==> config.mk <==
export PLATFORM = sky130hd
export DESIGN_NAME = integer_to_ascii_digits_flat
export DESIGN_NICKNAME = d
export VERILOG_FILES = /design/src/sv/itoa_pkg.sv /design/src/sv/itoa_ifs.sv /design/src/sv/integer_to_ascii_digits.sv /design/src/sv/itoa_ctrl.sv /design/src/sv/itoa_dp.sv /design/src/flat_wrapper.sv
export SDC_FILE = /design/constraint.sdc
export NUM_CORES = 1
export LEC_CHECK = 0
export BUFFER_PORTS_ARGS = -buffer_cell sky130_fd_sc_hd__buf_2
export CAP_MARGIN = 0
export CORE_MARGIN = 2
export CORE_UTILIZATION = 60
export DETAILED_ROUTE_END_ITERATION = 8
export GPL_TIMING_DRIVEN = 0
export HOLD_SLACK_MARGIN = 0.15
export PLACE_DENSITY = 0.77
export SLEW_MARGIN = 20
export SYNTH_ARGS = -nofsm -noshare
export SYNTH_HDL_FRONTEND = slang
export SYNTH_HIERARCHICAL = 1
export SYNTH_SLANG_ARGS = --single-unit
export TNS_END_PERCENT = 50
==> constraint.sdc <==
create_clock -name clk -period 12.85 [get_ports clk]
set_input_delay 1.285 -clock clk [delete_from_list [all_inputs] [get_ports clk]]
set_output_delay 1.285 -clock clk [all_outputs]
set_load 0.05 [all_outputs]
==> src/sv/itoa_pkg.sv <==
// itoa_pkg: shared types, constants and a helper function for the
// integer_to_ascii_digits block. No dependencies.
package itoa_pkg;

    localparam int unsigned VALUE_W    = 32;
    localparam int unsigned KIND_W     = 2;
    localparam int unsigned CHAR_W     = 8;
    localparam int unsigned MAX_DIGITS = 10;
    localparam int unsigned DIG_IDX_W  = $clog2(MAX_DIGITS);

    // Input kind codes
    localparam logic [KIND_W-1:0] KIND_SDEC = 2'd0;
    localparam logic [KIND_W-1:0] KIND_UDEC = 2'd1;
    localparam logic [KIND_W-1:0] KIND_HEXL = 2'd2;
    localparam logic [KIND_W-1:0] KIND_HEXU = 2'd3;

    // Divide by ten as multiply by reciprocal: exact for all 32-bit operands
    localparam logic [VALUE_W-1:0] RECIP10     = 32'hCCCC_CCCD;
    localparam int unsigned        RECIP_SHIFT = 35;

    localparam logic [CHAR_W-1:0] CH_MINUS = 8'h2D;
    localparam logic [CHAR_W-1:0] CH_ZERO  = 8'h30;
    localparam logic [CHAR_W-1:0] CH_UPPER = 8'h41;
    localparam logic [CHAR_W-1:0] CH_LOWER = 8'h61;

    typedef struct packed {
        logic load;      // latch a new operand
        logic step;      // produce one digit, least significant first
        logic pop;       // advance read pointer toward the first digit
        logic sel_sign;  // present '-' on the text channel
    } itoa_cmd_t;

    typedef struct packed {
        logic div_done;  // the current step yields the last digit
        logic negative;  // operand carries a minus sign
        logic rd_zero;   // read pointer is on the final character
    } itoa_sts_t;

    function automatic logic [CHAR_W-1:0] digit_char(input logic [3:0] d,
                                                     input logic upper);
        logic [CHAR_W-1:0] base;
        base = upper ? CH_UPPER : CH_LOWER;
        if (d < 4'd10)
            return CH_ZERO + CHAR_W'(d);
        else
            return base + CHAR_W'(d - 4'd10);
    endfunction

endpackage

==> src/sv/itoa_ifs.sv <==
// Handshake channel interfaces for integer_to_ascii_digits: operand
// channel and text channel. Depends on itoa_pkg.
interface itoa_num_if;
    logic                             valid;
    logic                             ready;
    logic [itoa_pkg::KIND_W-1:0]      kind;
    logic [itoa_pkg::VALUE_W-1:0]     value;

    modport source (output valid, kind, value, input ready);
    modport sink   (input valid, kind, value, output ready);
endinterface

interface itoa_txt_if;
    logic                             valid;
    logic                             ready;
    logic [itoa_pkg::CHAR_W-1:0]      text_byte;
    logic                             last;

    modport source (output valid, text_byte, last, input ready);
    modport sink   (input valid, text_byte, last, output ready);
endinterface

==> src/sv/integer_to_ascii_digits.sv <==
// integer_to_ascii_digits: turns one 32-bit operand into ASCII text, one
// character per beat, most significant first, with the final beat flagged.
// Kinds: signed decimal, unsigned decimal, lower-case hex, upper-case hex.
// A negative operand in signed mode gives a leading '-' beat and then its
// magnitude (0x80000000 gives -2147483648); zero gives a single '0'; leading
// zeros are never sent. Timing: the operand is taken, then one digit is
// formed per cycle of division (N digits, at most 10 decimal or 8 hex),
// then one beat per character (N, plus one for the sign) as fast as the
// sink takes them. The digit loop is a single shared divide-by-radix unit
// (a 32x32 reciprocal multiply for decimal, a nibble shift for hex)
// writing a small digit buffer, which is then read back in reverse. The
// operand channel is ready only between items.
// Depends on itoa_pkg, itoa_ifs, itoa_ctrl and itoa_dp.
module integer_to_ascii_digits (
    input  logic       clk,
    input  logic       rst_n,
    itoa_num_if.sink   number,
    itoa_txt_if.source text
);
    import itoa_pkg::*;

    itoa_cmd_t cmd;
    itoa_sts_t sts;

    // sequencer: accept, divide loop, optional sign, digit readout
    itoa_ctrl u_ctrl (
        .clk       (clk),
        .rst_n     (rst_n),
        .in_valid  (number.valid),
        .in_ready  (number.ready),
        .out_valid (text.valid),
        .out_ready (text.ready),
        .sts       (sts),
        .cmd       (cmd)
    );

    // operand, divider and digit buffer
    itoa_dp u_dp (
        .clk       (clk),
        .rst_n     (rst_n),
        .cmd       (cmd),
        .sts       (sts),
        .kind      (number.kind),
        .value     (number.value),
        .text_byte (text.text_byte),
        .last      (text.last)
    );

endmodule

==> src/sv/itoa_ctrl.sv <==
// itoa_ctrl: sequencing state machine for integer_to_ascii_digits.
// Depends on itoa_pkg; drives commands to itoa_dp.
module itoa_ctrl (
    input  logic                clk,
    input  logic                rst_n,
    input  logic                in_valid,
    output logic                in_ready,
    output logic                out_valid,
    input  logic                out_ready,
    input  itoa_pkg::itoa_sts_t sts,
    output itoa_pkg::itoa_cmd_t cmd
);
    import itoa_pkg::*;

    typedef enum logic [1:0] {
        ST_IDLE,
        ST_DIV,
        ST_SIGN,
        ST_EMIT
    } state_t;

    state_t state_reg, state_next;
    logic   out_beat;

    assign in_ready  = (state_reg == ST_IDLE);
    assign out_valid = (state_reg == ST_SIGN) || (state_reg == ST_EMIT);
    assign out_beat  = out_valid && out_ready;

    always_comb
    begin
        cmd          = '0;
        cmd.load     = in_valid && in_ready;
        cmd.step     = (state_reg == ST_DIV);
        cmd.sel_sign = (state_reg == ST_SIGN);
        cmd.pop      = (state_reg == ST_EMIT) && out_beat && !sts.rd_zero;
    end

    always_comb
    begin
        state_next = state_reg;
        unique case (state_reg)
            ST_IDLE:
            begin
                if (in_valid)
                    state_next = ST_DIV;
            end
            ST_DIV:
            begin
                if (sts.div_done)
                    state_next = sts.negative ? ST_SIGN : ST_EMIT;
            end
            ST_SIGN:
            begin
                if (out_beat)
                    state_next = ST_EMIT;
            end
            ST_EMIT:
            begin
                if (out_beat && sts.rd_zero)
                    state_next = ST_IDLE;
            end
            default: state_next = ST_IDLE;
        endcase
    end

    always_ff @(posedge clk or negedge rst_n)
    begin
        if (!rst_n)
            state_reg <= ST_IDLE;
        else
            state_reg <= state_next;
    end

endmodule

==> src/sv/itoa_dp.sv <==
// itoa_dp: operand register, divide-by-radix step and digit buffer for
// integer_to_ascii_digits. Depends on itoa_pkg; commanded by itoa_ctrl.
module itoa_dp (
    input  logic                         clk,
    input  logic                         rst_n,
    input  itoa_pkg::itoa_cmd_t          cmd,
    output itoa_pkg::itoa_sts_t          sts,
    input  logic [itoa_pkg::KIND_W-1:0]  kind,
    input  logic [itoa_pkg::VALUE_W-1:0] value,
    output logic [itoa_pkg::CHAR_W-1:0]  text_byte,
    output logic                         last
);
    import itoa_pkg::*;

    logic [VALUE_W-1:0]   mag_reg;
    logic                 neg_reg;
    logic                 hex_reg;
    logic                 upper_reg;
    logic [DIG_IDX_W-1:0] wr_ptr_reg;
    logic [DIG_IDX_W-1:0] rd_ptr_reg;
    logic [CHAR_W-1:0]    digit_buf [MAX_DIGITS];

    logic                   load_neg;
    logic [2*VALUE_W-1:0]   prod;
    logic [VALUE_W-1:0]     quot;
    logic [VALUE_W-1:0]     quot_x10;
    logic [VALUE_W-1:0]     rem_full;
    logic [3:0]             rem;

    assign load_neg = (kind == KIND_SDEC) && value[VALUE_W-1];

    // one multiply for /10; hex is a plain nibble shift
    assign prod     = (2*VALUE_W)'(mag_reg) * (2*VALUE_W)'(RECIP10);
    assign quot_x10 = (quot << 3) + (quot << 1);
    assign rem_full = mag_reg - quot_x10;

    always_comb
    begin
        if (hex_reg)
        begin
            quot = mag_reg >> 4;
            rem  = mag_reg[3:0];
        end
        else
        begin
            quot = VALUE_W'(prod >> RECIP_SHIFT);
            rem  = rem_full[3:0];
        end
    end

    assign sts.div_done = (quot == '0) || (wr_ptr_reg == DIG_IDX_W'(MAX_DIGITS - 1));
    assign sts.negative = neg_reg;
    assign sts.rd_zero  = (rd_ptr_reg == '0);

    assign text_byte = cmd.sel_sign ? CH_MINUS : digit_buf[rd_ptr_reg];
    assign last      = !cmd.sel_sign && (rd_ptr_reg == '0);

    always_ff @(posedge clk or negedge rst_n)
    begin
        if (!rst_n)
        begin
            neg_reg    <= 1'b0;
            mag_reg    <= '0;
            hex_reg    <= 1'b0;
            upper_reg  <= 1'b0;
            wr_ptr_reg <= '0;
            rd_ptr_reg <= '0;
        end
        else if (cmd.load)
        begin
            neg_reg    <= load_neg;
            mag_reg    <= load_neg ? (~value + VALUE_W'(1)) : value;
            hex_reg    <= kind[1];
            upper_reg  <= (kind == KIND_HEXU);
            wr_ptr_reg <= '0;
        end
        else if (cmd.step)
        begin
            mag_reg    <= quot;
            wr_ptr_reg <= wr_ptr_reg + DIG_IDX_W'(1);
            rd_ptr_reg <= wr_ptr_reg;
        end
        else if (cmd.pop)
        begin
            rd_ptr_reg <= rd_ptr_reg - DIG_IDX_W'(1);
        end
    end

    always_ff @(posedge clk)
    begin
        if (cmd.step)
            digit_buf[wr_ptr_reg] <= digit_char(rem, upper_reg);
    end

endmodule

==> src/flat_wrapper.sv <==
// flat-port wrapper written by rule: the top's interface ports become plain ports
module integer_to_ascii_digits_flat import itoa_pkg::*;
  (clk, rst_n, number_valid, number_kind, number_value, number_ready, text_valid, text_text_byte, text_last, text_ready);
  itoa_num_if number_i ();
  itoa_txt_if text_i ();
  input  logic clk;
  input  logic rst_n;
  input wire logic [$bits(number_i.valid)-1:0] number_valid;
  input wire logic [$bits(number_i.kind)-1:0] number_kind;
  input wire logic [$bits(number_i.value)-1:0] number_value;
  output wire logic [$bits(number_i.ready)-1:0] number_ready;
  output wire logic [$bits(text_i.valid)-1:0] text_valid;
  output wire logic [$bits(text_i.text_byte)-1:0] text_text_byte;
  output wire logic [$bits(text_i.last)-1:0] text_last;
  input wire logic [$bits(text_i.ready)-1:0] text_ready;
  assign number_i.valid = number_valid;
  assign number_i.kind = number_kind;
  assign number_i.value = number_value;
  assign number_ready = number_i.ready;
  assign text_valid = text_i.valid;
  assign text_text_byte = text_i.text_byte;
  assign text_last = text_i.last;
  assign text_i.ready = text_ready;
  integer_to_ascii_digits u_core (.clk(clk), .rst_n(rst_n), .number(number_i), .text(text_i));
endmodule
==> results of run 1 <==
metrics by stage:
stage | worst slack, ns | hold slack (ns) | cells
2_1_floorplan | 4.49 | 0.482 | 2394
3_3_place_gp | 2.46 | 0.501 | 2967
3_5_place_dp | 2.53 | 0.505 | 2968
4_1_cts | 2.37 | 0.521 | 2998
5_1_grt | 1.95 | 0.536 | 2998
6_report | 2.27 | 0.523 | 2998
routing by layer:
layer / track usage / wire length, µm
met1: 0.473 / 28200
met2: 0.579 / 32700
met3: 0.0845 / 6830
met4: 0.125 / 2640
met5: 0 / 0
layout by cell type (no fill, tap or decap), types with 45 or more instances in the layout:
master,n
sky130_fd_sc_hd__a21oi_1,99
sky130_fd_sc_hd__buf_2,49
sky130_fd_sc_hd__clkbuf_1,46
sky130_fd_sc_hd__dfrtp_1,45
sky130_fd_sc_hd__edfxtp_1,80
sky130_fd_sc_hd__fa_1,406
sky130_fd_sc_hd__ha_1,362
sky130_fd_sc_hd__inv_1,593
sky130_fd_sc_hd__nand2_1,122
sky130_fd_sc_hd__nor2_1,80
sky130_fd_sc_hd__o21ai_0,90
cell families after synthesis:
logic type / synth area share
AOI/OAI and AO/OA: 0.0927
xor gates and xnor gates: 0.0280
adders and majority gates: 0.525
buffers and inverters: 0.101
DFF: 0.146
muxes: 0.0312
and+or+nand+nor: 0.0756
final cells by class:
cell class,count,area [µm²]
buffer,57,220
clock buffer,17,425
clock inverter,13,188
fill,3264,14100
inverter,593,2230
multi-input combinational,1619,18200
sequential,125,3530
tap,525,657
timing repair buffer,49,248
how the worst max path moves through the flow:
stage / to / depth (start not counted) / from
after floorplan: u_core/u_dp/digit_buf[0][6] / 34 / u_core/u_dp/mag_reg[3]
after global placement: u_core/u_ctrl/state_reg[1] / 28 / u_core/u_dp/mag_reg[17]
after detailed placement: u_core/u_ctrl/state_reg[1] / 28 / u_core/u_dp/mag_reg[13]
after CTS: u_core/u_ctrl/state_reg[1] / 28 / u_core/u_dp/mag_reg[13]
after global routing: u_core/u_ctrl/state_reg[1] / 28 / u_core/u_dp/mag_reg[13]
final: u_core/u_ctrl/state_reg[1] / 28 / u_core/u_dp/mag_reg[17]
==> impl_results.html, run 1 <==
<table>
<tr><th>Metric</th><th>Value</th></tr>
<tr><th colspan="2">Route</th></tr>
<tr><td>Detailed Routing Iterations Pass 1</td><td>5</td></tr>
<tr><td>Drt wl/cell</td><td>approximately 23 µm</td></tr>
<tr><td>Total length of routed wires</td><td>between 70000 and 80000 µm</td></tr>
<tr><td>Antenna Violating Nets Remaining</td><td>0</td></tr>
<tr><td>DRC viols</td><td>0</td></tr>
<tr><td>DRC violation total after the first TritonRoute iteration</td><td>roughly 1400</td></tr>
<tr><td>Vias per cell</td><td>5.95</td></tr>
<tr><td>Count of vias placed by the detailed router</td><td>roughly 18000</td></tr>
<tr><th colspan="2">Min path</th></tr>
<tr><td>Hold wc startpoint</td><td>u_core/u_dp/neg_reg</td></tr>
<tr><td>Hold path depth</td><td>1</td></tr>
<tr><td>End point of the most critical hold path</td><td>u_core/u_dp/neg_reg</td></tr>
<tr><td>Path class of the lowest-slack min-delay path</td><td>reg -&gt; reg</td></tr>
<tr><th colspan="2">Yosys</th></tr>
<tr><td>Synthesis warning total</td><td>6</td></tr>
<tr><td>List of most frequent post-synthesis cells</td><td>sky130_fd_sc_hd__inv_1 (593), sky130_fd_sc_hd__fa_1 (406), sky130_fd_sc_hd__ha_1 (362)</td></tr>
<tr><td>Synthesized Nets</td><td>3200</td></tr>
<tr><td>Fraction of synthesized cell area taken by the top area cell type</td><td>0.337</td></tr>
<tr><td>Per-instance average area after synthesis</td><td>around 10 µm²</td></tr>
<tr><td>Yosys cell types</td><td>75</td></tr>
<tr><td>Synthesized netlist cell count</td><td>about 2400</td></tr>
<tr><td>Flip-flop and latch count after synthesis</td><td>125</td></tr>
<tr><td>Dominant cells by area after synthesis</td><td>sky130_fd_sc_hd__fa_1 (34%), sky130_fd_sc_hd__ha_1 (19%), sky130_fd_sc_hd__edfxtp_1 (10%), sky130_fd_sc_hd__inv_1 (9.2%), sky130_fd_sc_hd__dfrtp_1 (4.7%)</td></tr>
<tr><td>Post-synthesis sequential area ratio</td><td>0.146</td></tr>
<tr><td>Post-synth EDFFs</td><td>80</td></tr>
<tr><td>Top flip-flop cell by instance count after synthesis</td><td>sky130_fd_sc_hd__edfxtp_1</td></tr>
<tr><td>Area of the mapped netlist</td><td>between 20000 and 25000 µm²</td></tr>
<tr><td>Fraction of registers with async set or reset after synthesis</td><td>0.360</td></tr>
<tr><td>Leading area contributor after synthesis</td><td>sky130_fd_sc_hd__fa_1</td></tr>
<tr><td>Top-count cell post-synth</td><td>sky130_fd_sc_hd__inv_1</td></tr>
<tr><th colspan="2">Clock network</th></tr>
<tr><td>Count of hold buffers inserted by post-cts repair</td><td>0</td></tr>
<tr><td>Post-CTS Setup Repair Bufs</td><td>0</td></tr>
<tr><td>Buffer depth of the longest clock path</td><td>2</td></tr>
<tr><td>Total clock buffers created by CTS</td><td>17</td></tr>
<tr><td>Clock sink total</td><td>about 130</td></tr>
<tr><td>Post_cts resized</td><td>0</td></tr>
<tr><td>Clock-pin slew of the registers on the worst-case setup and hold paths</td><td>0.06 ns</td></tr>
<tr><td>Cell at the root of the clock tree</td><td>sky130_fd_sc_hd__clkbuf_16</td></tr>
<tr><td>Clock network latency to the later pin of the worst-skew pair</td><td>around 0.43 ns</td></tr>
<tr><td>CTS tree</td><td>done</td></tr>
<tr><td>H-Tree Depth</td><td>4</td></tr>
<tr><th colspan="2">Critical path</th></tr>
<tr><td>Worst reg2reg path depth</td><td>28</td></tr>
<tr><td>Kind of start point of the critical path</td><td>flop</td></tr>
<tr><td>Kind of end point of the critical path</td><td>flop</td></tr>
<tr><td>Worst flop-to-flop path startpoint</td><td>u_core/u_dp/mag_reg[17]</td></tr>
<tr><td>Most frequent cell on the critical path</td><td>sky130_fd_sc_hd__fa_1</td></tr>
<tr><td>CP max stage cell</td><td>sky130_fd_sc_hd__a2111oi_1</td></tr>
<tr><td>Data arrival at the endpoint of the critical path</td><td>10.88 ns</td></tr>
<tr><td>Buffers plus inverters on the worst setup path</td><td>6</td></tr>
<tr><td>Worst Setup Path Type</td><td>reg -&gt; reg</td></tr>
<tr><td>Worst R2R Setup Slack</td><td>~2.3 ns</td></tr>
<tr><td>Worst path top cell family by delay</td><td>adder cells</td></tr>
<tr><td>Worst path max stage delay</td><td>between 0.8 and 0.9 ns</td></tr>
<tr><td>Worst EP required</td><td>13.15 ns</td></tr>
<tr><td>RR Endpoint</td><td>u_core/u_ctrl/state_reg[1]</td></tr>
<tr><td>Worst-path fanout max</td><td>8</td></tr>
<tr><th colspan="2">STA</th></tr>
<tr><td>Final hold violation count</td><td>0</td></tr>
<tr><td>Share of the clock period used by the worst path</td><td>0.824</td></tr>
<tr><td>Sum of negative setup slack</td><td>0 ns</td></tr>
<tr><td>Fmax</td><td>approximately 94 MHz</td></tr>
<tr><td>Setup Skew</td><td>0.0169 ns</td></tr>
<tr><td>Transition time at the pin with the least slew margin</td><td>about 0.95 ns</td></tr>
<tr><td>Final count of negative-setup-slack endpoints</td><td>0</td></tr>
<tr><td>Count of final max-slew check failures</td><td>0</td></tr>
<tr><td>Min Tclk post-route</td><td>10.58 ns</td></tr>
<tr><td>Max-slew headroom at the worst pin</td><td>0.367</td></tr>
<tr><td>RSZ-0062 raised after global routing</td><td>no</td></tr>
<tr><th colspan="2">Placed design</th></tr>
<tr><td>Cell area after placement</td><td>25000 µm²</td></tr>
<tr><td>GPL Wtd Cong</td><td>0.992</td></tr>
<tr><td>Detail Placement HPWL</td><td>60300 µm</td></tr>
<tr><td>IO buf count</td><td>48</td></tr>
<tr><th colspan="2">Floorplanning</th></tr>
<tr><td>Row Count</td><td>73</td></tr>
<tr><td>Area of the core</td><td>39700 µm²</td></tr>
<tr><td>Vertical die dimension</td><td>a little over 200 µm</td></tr>
<tr><td>I/O pin count</td><td>49</td></tr>
<tr><td>Width of the chip</td><td>about 200 µm</td></tr>
<tr><td>Floorplan die area</td><td>approximately 42000 µm²</td></tr>
<tr><td>Starting density of the core</td><td>0.607</td></tr>
<tr><th colspan="2">Cells and area</th></tr>
<tr><td>Area added between synthesis and finish</td><td>6.34%</td></tr>
<tr><td>Share of the core filled with cells in the final layout</td><td>0.646</td></tr>
<tr><td>Layout cells sized above 1</td><td>0.0510</td></tr>
<tr><td>Final layout net count</td><td>about 3300</td></tr>
<tr><td>Flip-flop count of the largest register after layout</td><td>80</td></tr>
<tr><td>Final design instance area without fill</td><td>approximately 26000 µm²</td></tr>
<tr><td>Antenna diodes</td><td>0</td></tr>
<tr><th colspan="2">Job</th></tr>
<tr><td># Max-Cap Violations</td><td>0</td></tr>
<tr><th colspan="2">GRT</th></tr>
<tr><td>Antenna violations before repair</td><td>0</td></tr>
<tr><td>Overall Global Routing Usage</td><td>0.357</td></tr>
<tr><td>Vias in the first global route</td><td>19200</td></tr>
<tr><td>Residual overflow from global routing</td><td>0</td></tr>
<tr><td>Pin count of the biggest net entering global routing</td><td>46</td></tr>
<tr><td>Wire length of the first global-routing pass</td><td>about 110000 µm</td></tr>
<tr><th colspan="2">Outcome</th></tr>
<tr><td>Run status</td><td>finished, final reports clean</td></tr>
</table>
Power of run 1 is not shown: default switching activity piles up to over one toggle a cycle in this logic, so the estimate is an artifact.
==> run 2, diff against run 1 <==
==> constraint.sdc (replaced) <==
create_clock -name clk -period 10.02 [get_ports clk]
set_input_delay 1.002 -clock clk [delete_from_list [all_inputs] [get_ports clk]]
set_output_delay 1.002 -clock clk [all_outputs]
set_load 0.05 [all_outputs]
==> impl_results.html, run 2 (synthesized netlist as in run 1, its figures left out) <==
<table>
<tr><th>Metric</th><th>Value</th></tr>
<tr><th colspan="2">Outcome</th></tr>
<tr><td>Run status</td><td>finished, final reports clean (unchanged)</td></tr>
<tr><th colspan="2">Floorplanning</th></tr>
<tr><td>I/O pin count</td><td>49 (unchanged)</td></tr>
<tr><td>Floorplan die area</td><td>41800 µm² (unchanged)</td></tr>
<tr><td>Vertical die dimension</td><td>204 µm (unchanged)</td></tr>
<tr><td>Area of the core</td><td>39700 µm² (unchanged)</td></tr>
<tr><td>Width of the chip</td><td>204 µm (unchanged)</td></tr>
<tr><td>Row Count</td><td>73 (unchanged)</td></tr>
<tr><td>Starting density of the core</td><td>0.607 (unchanged)</td></tr>
<tr><th colspan="2">Route</th></tr>
<tr><td>Drt wl/cell</td><td>23.6 µm (was 23.5 µm)</td></tr>
<tr><td>Total length of routed wires</td><td>70700 µm (was 70400 µm)</td></tr>
<tr><td>DRC violation total after the first TritonRoute iteration</td><td>1393 (was 1406)</td></tr>
<tr><td>Antenna Violating Nets Remaining</td><td>0 (unchanged)</td></tr>
<tr><td>Count of vias placed by the detailed router</td><td>17900 (about the same)</td></tr>
<tr><td>Vias per cell</td><td>5.96 (was 5.95)</td></tr>
<tr><td>DRC viols</td><td>0 (unchanged)</td></tr>
<tr><td>Detailed Routing Iterations Pass 1</td><td>6 (was 5)</td></tr>
<tr><th colspan="2">Clock network</th></tr>
<tr><td>H-Tree Depth</td><td>4 (unchanged)</td></tr>
<tr><td>Post-CTS Setup Repair Bufs</td><td>0 (unchanged)</td></tr>
<tr><td>Total clock buffers created by CTS</td><td>17 (unchanged)</td></tr>
<tr><td>Clock sink total</td><td>125 (unchanged)</td></tr>
<tr><td>CTS tree</td><td>done (unchanged)</td></tr>
<tr><td>Buffer depth of the longest clock path</td><td>2 (unchanged)</td></tr>
<tr><td>Clock network latency to the later pin of the worst-skew pair</td><td>0.43 ns (about the same)</td></tr>
<tr><td>Count of hold buffers inserted by post-cts repair</td><td>0 (unchanged)</td></tr>
<tr><td>Cell at the root of the clock tree</td><td>sky130_fd_sc_hd__clkbuf_16 (unchanged)</td></tr>
<tr><td>Clock-pin slew of the registers on the worst-case setup and hold paths</td><td>0.06 ns (about the same)</td></tr>
<tr><th colspan="2">Cells and area</th></tr>
<tr><td>Area added between synthesis and finish</td><td>6.91% (was 6.34%)</td></tr>
<tr><td>Leading cell type in the layout, fill and taps excluded</td><td>sky130_fd_sc_hd__inv_1 (unchanged)</td></tr>
<tr><td>Commonest non-fill, non-tap cells in the layout</td><td>sky130_fd_sc_hd__inv_1 (593), sky130_fd_sc_hd__fa_1 (406), sky130_fd_sc_hd__ha_1 (346), sky130_fd_sc_hd__nand2_1 (122), sky130_fd_sc_hd__a21oi_1 (99) (was sky130_fd_sc_hd__inv_1 (593), sky130_fd_sc_hd__fa_1 (406), sky130_fd_sc_hd__ha_1 (362), sky130_fd_sc_hd__nand2_1 (122), sky130_fd_sc_hd__a21oi_1 (99))</td></tr>
<tr><td>Flip-flop count of the largest register after layout</td><td>80 (unchanged)</td></tr>
<tr><td>Antenna diodes</td><td>0 (unchanged)</td></tr>
<tr><td>Final layout net count</td><td>3264 (was 3268)</td></tr>
<tr><td>Layout cells sized above 1</td><td>0.0693 (was 0.0510)</td></tr>
<tr><th colspan="2">Critical path</th></tr>
<tr><td>Worst reg2reg path depth</td><td>26 (was 28)</td></tr>
<tr><td>Kind of start point of the critical path</td><td>flop (unchanged)</td></tr>
<tr><td>Buffers plus inverters on the worst setup path</td><td>3 (was 6)</td></tr>
<tr><td>Launch point of the worst path</td><td>u_core/u_dp/mag_reg[15] (was u_core/u_dp/mag_reg[17])</td></tr>
<tr><td>Data arrival at the endpoint of the critical path</td><td>10.09 ns (was 10.88 ns)</td></tr>
<tr><td>Worst path max stage delay</td><td>0.65 ns (was 0.82 ns)</td></tr>
<tr><td>Kind of end point of the critical path</td><td>flop (unchanged)</td></tr>
<tr><td>Cell count along the critical path</td><td>26 (was 28)</td></tr>
<tr><td>Timing endpoint of the critical path</td><td>u_core/u_ctrl/state_reg[1] (unchanged)</td></tr>
<tr><td>RR Endpoint</td><td>u_core/u_ctrl/state_reg[1] (unchanged)</td></tr>
<tr><td>CP max stage cell</td><td>sky130_fd_sc_hd__dfrtp_1 (was sky130_fd_sc_hd__a2111oi_1)</td></tr>
<tr><td>Worst flop-to-flop path startpoint</td><td>u_core/u_dp/mag_reg[15] (was u_core/u_dp/mag_reg[17])</td></tr>
<tr><td>Most frequent cell on the critical path</td><td>sky130_fd_sc_hd__fa_1 (unchanged)</td></tr>
<tr><td>Worst EP required</td><td>10.32 ns (was 13.15 ns)</td></tr>
<tr><td>Worst-path fanout max</td><td>10 (was 8)</td></tr>
<tr><td>Worst path top cell family by delay</td><td>adder cells (unchanged)</td></tr>
<tr><td>Worst Setup Path Type</td><td>reg -&gt; reg (unchanged)</td></tr>
<tr><td>Worst R2R Setup Slack</td><td>0.23 ns (was 2.27 ns)</td></tr>
<tr><th colspan="2">Placed design</th></tr>
<tr><td>Worst setup slack before clock tree synthesis</td><td>-0.303 ns (was 2.53 ns)</td></tr>
<tr><td>GPL Wtd Cong</td><td>0.992 (unchanged)</td></tr>
<tr><td>Detail Placement HPWL</td><td>60300 µm (unchanged)</td></tr>
<tr><td>IO buf count</td><td>48 (unchanged)</td></tr>
<tr><th colspan="2">Min path</th></tr>
<tr><td>Path class of the lowest-slack min-delay path</td><td>reg -&gt; reg (unchanged)</td></tr>
<tr><td>Hold path depth</td><td>1 (unchanged)</td></tr>
<tr><th colspan="2">GRT</th></tr>
<tr><td>Overall Global Routing Usage</td><td>0.357 (about the same)</td></tr>
<tr><td>Vias in the first global route</td><td>19300 (was 19200)</td></tr>
<tr><td>Wire length of the first global-routing pass</td><td>110000 µm (about the same)</td></tr>
<tr><td>Antenna violations before repair</td><td>0 (unchanged)</td></tr>
<tr><td>Pin count of the biggest net entering global routing</td><td>46 (unchanged)</td></tr>
<tr><td>Residual overflow from global routing</td><td>0 (unchanged)</td></tr>
<tr><th colspan="2">STA</th></tr>
<tr><td>Minimum setup slack in the final design</td><td>0.229 ns (was 2.27 ns)</td></tr>
<tr><td>Min Tclk post-route</td><td>9.79 ns (was 10.58 ns)</td></tr>
<tr><td>Setup Skew</td><td>0.0192 ns (was 0.0169 ns)</td></tr>
<tr><td>Max-slew headroom at the worst pin</td><td>0.369 (was 0.367)</td></tr>
<tr><td>Final hold violation count</td><td>0 (unchanged)</td></tr>
<tr><td>Transition time at the pin with the least slew margin</td><td>0.943 ns (was 0.948 ns)</td></tr>
<tr><td>Fmax</td><td>102 MHz (was 94.5 MHz)</td></tr>
<tr><td>Share of the clock period used by the worst path</td><td>0.977 (was 0.824)</td></tr>
<tr><td>Final count of negative-setup-slack endpoints</td><td>0 (unchanged)</td></tr>
<tr><td>Count of final max-slew check failures</td><td>0 (unchanged)</td></tr>
<tr><th colspan="2">Job</th></tr>
<tr><td># Max-Cap Violations</td><td>0 (unchanged)</td></tr>
</table>
## run 2: changes by cell type in the layout (fill, tap and decap cells not counted), moves of 2 or more
cell                       previous run  this run
sky130_fd_sc_hd__dfrtp_1             45        25
sky130_fd_sc_hd__dfrtp_2              0        20
sky130_fd_sc_hd__ha_1               362       346
sky130_fd_sc_hd__ha_2                 0        14
sky130_fd_sc_hd__clkbuf_1            46        42
sky130_fd_sc_hd__ha_4                 0         2
## run 2: stage by stage
step / area (µm²) / instances / util / hold WS [ns] / setup TNS, ns
after floorplan: 24100 / 2394 / - / 0.482 / 0
after global placement: 25000 / 2967 / 0.630 / 0.501 / -2.05
after detailed placement: 25000 / 2968 / 0.630 / 0.505 / -2.96
after CTS: 25700 / 2998 / 0.646 / 0.521 / -0.203
after global routing: 25800 / 2994 / 0.649 / 0.536 / -0.0336
final: 25800 / 2994 / 0.649 / 0.523 / 0
## run 2: worst min path at each step
stage	start	to
3_3_place_gp	u_core/u_dp/neg_reg	u_core/u_dp/neg_reg
6_report	u_core/u_dp/neg_reg	u_core/u_dp/neg_reg
4_1_cts	u_core/u_dp/neg_reg	u_core/u_dp/neg_reg
2_1_floorplan	u_core/u_dp/neg_reg	u_core/u_dp/neg_reg
3_5_place_dp	u_core/u_dp/neg_reg	u_core/u_dp/neg_reg
5_1_grt	u_core/u_dp/neg_reg	u_core/u_dp/neg_reg
## run 2: layout make-up
cell class,instances,area [µm²]
buffer,53,206
clock buffer,17,425
clock inverter,13,188
fill,3249,13900
inverter,593,2230
multi-input combinational,1619,18300
sequential,125,3550
tap,525,657
timing repair buffer,49,248
## run 2: layer usage
layer | wire length [µm] | GRT usage | share of wire | vias up
met5 | 0 | 0 | 0 | -
met4 | 2460 | 0.127 | 0.035 | 0
met3 | 6840 | 0.0859 | 0.097 | 141
met2 | 33000 | 0.578 | 0.47 | 854
met1 | 28400 | 0.472 | 0.40 | 8935
li1 | - | - | - | 7922
## run 2: timing repair
item | in CTS | in global routing
pin swaps | 0 | 1
hold endpoints to repair | 0 | 0
setup endpoints to repair | 22 | 82
resized for setup | 9 | 44
Power of run 2 is left out for the same reason.
==> run 3, diff against run 2 <==
--- a/config.mk
+++ b/config.mk
@@ -13,6 +13,7 @@
 export GPL_TIMING_DRIVEN = 0
 export HOLD_SLACK_MARGIN = 0.15
 export PLACE_DENSITY = 0.77
+export REMOVE_ABC_BUFFERS = 1
 export SLEW_MARGIN = 20
 export SYNTH_ARGS = -nofsm -noshare
 export SYNTH_HDL_FRONTEND = slang
==> impl_results.html, run 3 (synthesized netlist as in run 1, its figures left out) <==
<table>
<tr><th>Metric</th><th>Value</th></tr>
<tr><th colspan="2">GRT</th></tr>
<tr><td>Overall Global Routing Usage</td><td>0.344 (was 0.357)</td></tr>
<tr><td>GR peak layer</td><td>met2 (unchanged)</td></tr>
<tr><td>Antenna violations before repair</td><td>2 (was 0)</td></tr>
<tr><td>Pin count of the biggest net entering global routing</td><td>46 (unchanged)</td></tr>
<tr><td>Wire length of the first global-routing pass</td><td>107000 µm (was 110000 µm)</td></tr>
<tr><td>Met3 track utilization from global routing</td><td>0.0480 (was 0.0859)</td></tr>
<tr><td>Residual overflow from global routing</td><td>0 (unchanged)</td></tr>
<tr><td>Vias in the first global route</td><td>19300 (about the same)</td></tr>
<tr><td>Met1 demand-to-capacity share in global routing</td><td>0.450 (was 0.472)</td></tr>
<tr><td>Global-route track usage on met2</td><td>0.566 (was 0.578)</td></tr>
<tr><th colspan="2">Clock network</th></tr>
<tr><td>CTS tree</td><td>done (unchanged)</td></tr>
<tr><td>Cell at the root of the clock tree</td><td>sky130_fd_sc_hd__clkbuf_16 (unchanged)</td></tr>
<tr><td>Clock-pin slew of the registers on the worst-case setup and hold paths</td><td>0.07 ns (was 0.06 ns)</td></tr>
<tr><td>Total clock buffers created by CTS</td><td>17 (unchanged)</td></tr>
<tr><td>Clock network latency to the later pin of the worst-skew pair</td><td>0.43 ns (about the same)</td></tr>
<tr><td>Count of hold buffers inserted by post-cts repair</td><td>0 (unchanged)</td></tr>
<tr><td>Buffer depth of the longest clock path</td><td>2 (unchanged)</td></tr>
<tr><td>Clock sink total</td><td>125 (unchanged)</td></tr>
<tr><td>H-Tree Depth</td><td>4 (unchanged)</td></tr>
<tr><th colspan="2">Cells and area</th></tr>
<tr><td>Leading cell type in the layout, fill and taps excluded</td><td>sky130_fd_sc_hd__inv_1 (unchanged)</td></tr>
<tr><td>Flip-flop count of the largest register after layout</td><td>80 (unchanged)</td></tr>
<tr><td>Antenna diodes</td><td>0 (unchanged)</td></tr>
<tr><td>Layout cells sized above 1</td><td>0.0685 (was 0.0693)</td></tr>
<tr><td>Commonest non-fill, non-tap cells in the layout</td><td>sky130_fd_sc_hd__inv_1 (592), sky130_fd_sc_hd__fa_1 (406), sky130_fd_sc_hd__ha_1 (348), sky130_fd_sc_hd__nand2_1 (122), sky130_fd_sc_hd__a21oi_1 (99) (was sky130_fd_sc_hd__inv_1 (593), sky130_fd_sc_hd__fa_1 (406), sky130_fd_sc_hd__ha_1 (346), sky130_fd_sc_hd__nand2_1 (122), sky130_fd_sc_hd__a21oi_1 (99))</td></tr>
<tr><td>Final standard cell count with taps included and fillers excluded</td><td>2948 (was 2994)</td></tr>
<tr><td>Share of the core filled with cells in the final layout</td><td>0.647 (was 0.649)</td></tr>
<tr><td>Area added between synthesis and finish</td><td>6.51% (was 6.91%)</td></tr>
<tr><td>Final design instance area without fill</td><td>25700 µm² (was 25800 µm²)</td></tr>
<tr><td>Fill cell count</td><td>3114 (was 3249)</td></tr>
<tr><td>Final layout net count</td><td>3216 (was 3264)</td></tr>
<tr><th colspan="2">Min path</th></tr>
<tr><td>Hold wc startpoint</td><td>u_core/u_dp/neg_reg (unchanged)</td></tr>
<tr><td>Path class of the lowest-slack min-delay path</td><td>reg -&gt; reg (unchanged)</td></tr>
<tr><th colspan="2">Route</th></tr>
<tr><td>Antenna Violating Nets Remaining</td><td>0 (unchanged)</td></tr>
<tr><td>Total length of routed wires</td><td>67800 µm (was 70700 µm)</td></tr>
<tr><td>Count of vias placed by the detailed router</td><td>17800 (was 17900)</td></tr>
<tr><td>Detailed Routing Iterations Pass 1</td><td>6 (unchanged)</td></tr>
<tr><td>Drt wl/cell</td><td>23.0 µm (was 23.6 µm)</td></tr>
<tr><td>DRC viols</td><td>0 (unchanged)</td></tr>
<tr><td>DRC violation total after the first TritonRoute iteration</td><td>1428 (was 1393)</td></tr>
<tr><td>Vias per cell</td><td>6.03 (was 5.96)</td></tr>
<tr><th colspan="2">Critical path</th></tr>
<tr><td>Data arrival at the endpoint of the critical path</td><td>10.18 ns (was 10.09 ns)</td></tr>
<tr><td>Kind of end point of the critical path</td><td>flop (unchanged)</td></tr>
<tr><td>Worst Setup Path Type</td><td>reg -&gt; reg (unchanged)</td></tr>
<tr><td>Worst path max stage delay</td><td>0.67 ns (was 0.65 ns)</td></tr>
<tr><td>Most frequent cell on the critical path</td><td>sky130_fd_sc_hd__fa_1 (unchanged)</td></tr>
<tr><td>Worst flop-to-flop path startpoint</td><td>u_core/u_dp/mag_reg[2] (was u_core/u_dp/mag_reg[15])</td></tr>
<tr><td>Kind of start point of the critical path</td><td>flop (unchanged)</td></tr>
<tr><td>Worst EP required</td><td>10.33 ns (was 10.32 ns)</td></tr>
<tr><td>Worst-path fanout max</td><td>13 (was 10)</td></tr>
<tr><td>Launch point of the worst path</td><td>u_core/u_dp/mag_reg[2] (was u_core/u_dp/mag_reg[15])</td></tr>
<tr><td>CP max stage cell</td><td>sky130_fd_sc_hd__dfrtp_1 (unchanged)</td></tr>
<tr><th colspan="2">STA</th></tr>
<tr><td>Transition time at the pin with the least slew margin</td><td>0.915 ns (was 0.943 ns)</td></tr>
<tr><td>Final hold violation count</td><td>0 (unchanged)</td></tr>
<tr><td>Max-slew headroom at the worst pin</td><td>0.390 (was 0.369)</td></tr>
<tr><td>Minimum setup slack in the final design</td><td>0.146 ns (was 0.229 ns)</td></tr>
<tr><td>Fmax</td><td>101 MHz (was 102 MHz)</td></tr>
<tr><td>Min Tclk post-route</td><td>9.87 ns (was 9.79 ns)</td></tr>
<tr><td>Setup Skew</td><td>0.0141 ns (was 0.0192 ns)</td></tr>
<tr><td>Share of the clock period used by the worst path</td><td>0.985 (was 0.977)</td></tr>
<tr><td>Final count of negative-setup-slack endpoints</td><td>0 (unchanged)</td></tr>
<tr><td>Count of final max-slew check failures</td><td>0 (unchanged)</td></tr>
<tr><th colspan="2">Floorplanning</th></tr>
<tr><td>Floorplan die area</td><td>41800 µm² (unchanged)</td></tr>
<tr><td>Width of the chip</td><td>204 µm (unchanged)</td></tr>
<tr><td>Area of the core</td><td>39700 µm² (unchanged)</td></tr>
<tr><td>Vertical die dimension</td><td>204 µm (unchanged)</td></tr>
<tr><td>Starting density of the core</td><td>0.607 (unchanged)</td></tr>
<tr><td>Row Count</td><td>73 (unchanged)</td></tr>
<tr><td>I/O pin count</td><td>49 (unchanged)</td></tr>
<tr><th colspan="2">Job</th></tr>
<tr><td># Max-Cap Violations</td><td>0 (unchanged)</td></tr>
<tr><th colspan="2">Placed design</th></tr>
<tr><td>IO buf count</td><td>48 (unchanged)</td></tr>
<tr><td>Detail Placement HPWL</td><td>56900 µm (was 60300 µm)</td></tr>
<tr><td>Worst setup slack before clock tree synthesis</td><td>-0.377 ns (was -0.303 ns)</td></tr>
<tr><td>GPL Wtd Cong</td><td>1.02 (was 0.992)</td></tr>
<tr><td>Inst Count DP</td><td>2915 (was 2968)</td></tr>
<tr><td>Cell area after placement</td><td>24900 µm² (was 25000 µm²)</td></tr>
<tr><th colspan="2">Outcome</th></tr>
<tr><td>Run status</td><td>finished, final reports clean (unchanged)</td></tr>
</table>
[run 3: changes by cell type in the layout (fill, tap and decap cells not counted), sizes merged]
cell	delta
clkbuf	-44
buf	-4
inv	+3
clkinvlp	-1
[run 3: metal layers]
layer | vias to the layer above | part of all wire
met5 | - | 0.00021
met4 | 2 | 0.058
met3 | 177 | 0.070
met2 | 754 | 0.48
met1 | 9014 | 0.39
li1 | 7834 | -
[run 3: what timing repair did]
item	in CTS	in global routing
pin swaps	0	1
setup endpoints to repair	22	62
resized for setup	5	30
setup buffers	0	1
[run 3: final timing paths]
check / end / slack (ns) / cells past startpoint
worst max-delay path: u_core/u_ctrl/state_reg[1] / 0.15 / 27
worst min-delay path: u_core/u_dp/neg_reg / 0.56 / 1
worst max register to register: u_core/u_ctrl/state_reg[1] / 0.15 / 27
worst min register to register: u_core/u_dp/neg_reg / 0.56 / 1
max in group asynchronous: u_core/u_dp/mag_reg[11] / 8.99 / 1
min in group asynchronous: u_core/u_dp/rd_ptr_reg[0] / 0.58 / 1
[run 3: layout make-up]
type,count,area (µm²),share of cell area
Inverter,593,2230,0.0866
Sequential cell,125,3540,0.138
Clock buffer,17,425,0.0166
Clock inverter,15,225,0.00877
Timing Repair Buffer,54,345,0.0134
Tap cell,525,657,0.0256
Multi-Input combinational cell,1619,18300,0.711
[run 3: through the flow]
stage                     hold slack [ns]  TNS [ns]
after CTS                           0.558         0
after detailed placement            0.541     -1.61
after global placement              0.505    -0.782
after floorplan                     0.481         0
final                               0.558         0
after global routing                0.582    -0.121
[run 3: worst max-delay path, delay by kind of cell, from the launching register on]
kind,cells,cell delay (ns)
adder cells (fa/ha/maj),9,4.21
AND/OR/NAND/NOR,10,2.71
buffers and inverters,2,0.10
flip-flops,1,0.67
XOR/XNOR,2,0.43
AO/OA/AOI/OAI,3,1.28
multiplexers,1,0.33
Power of run 3 is left out for the same reason.
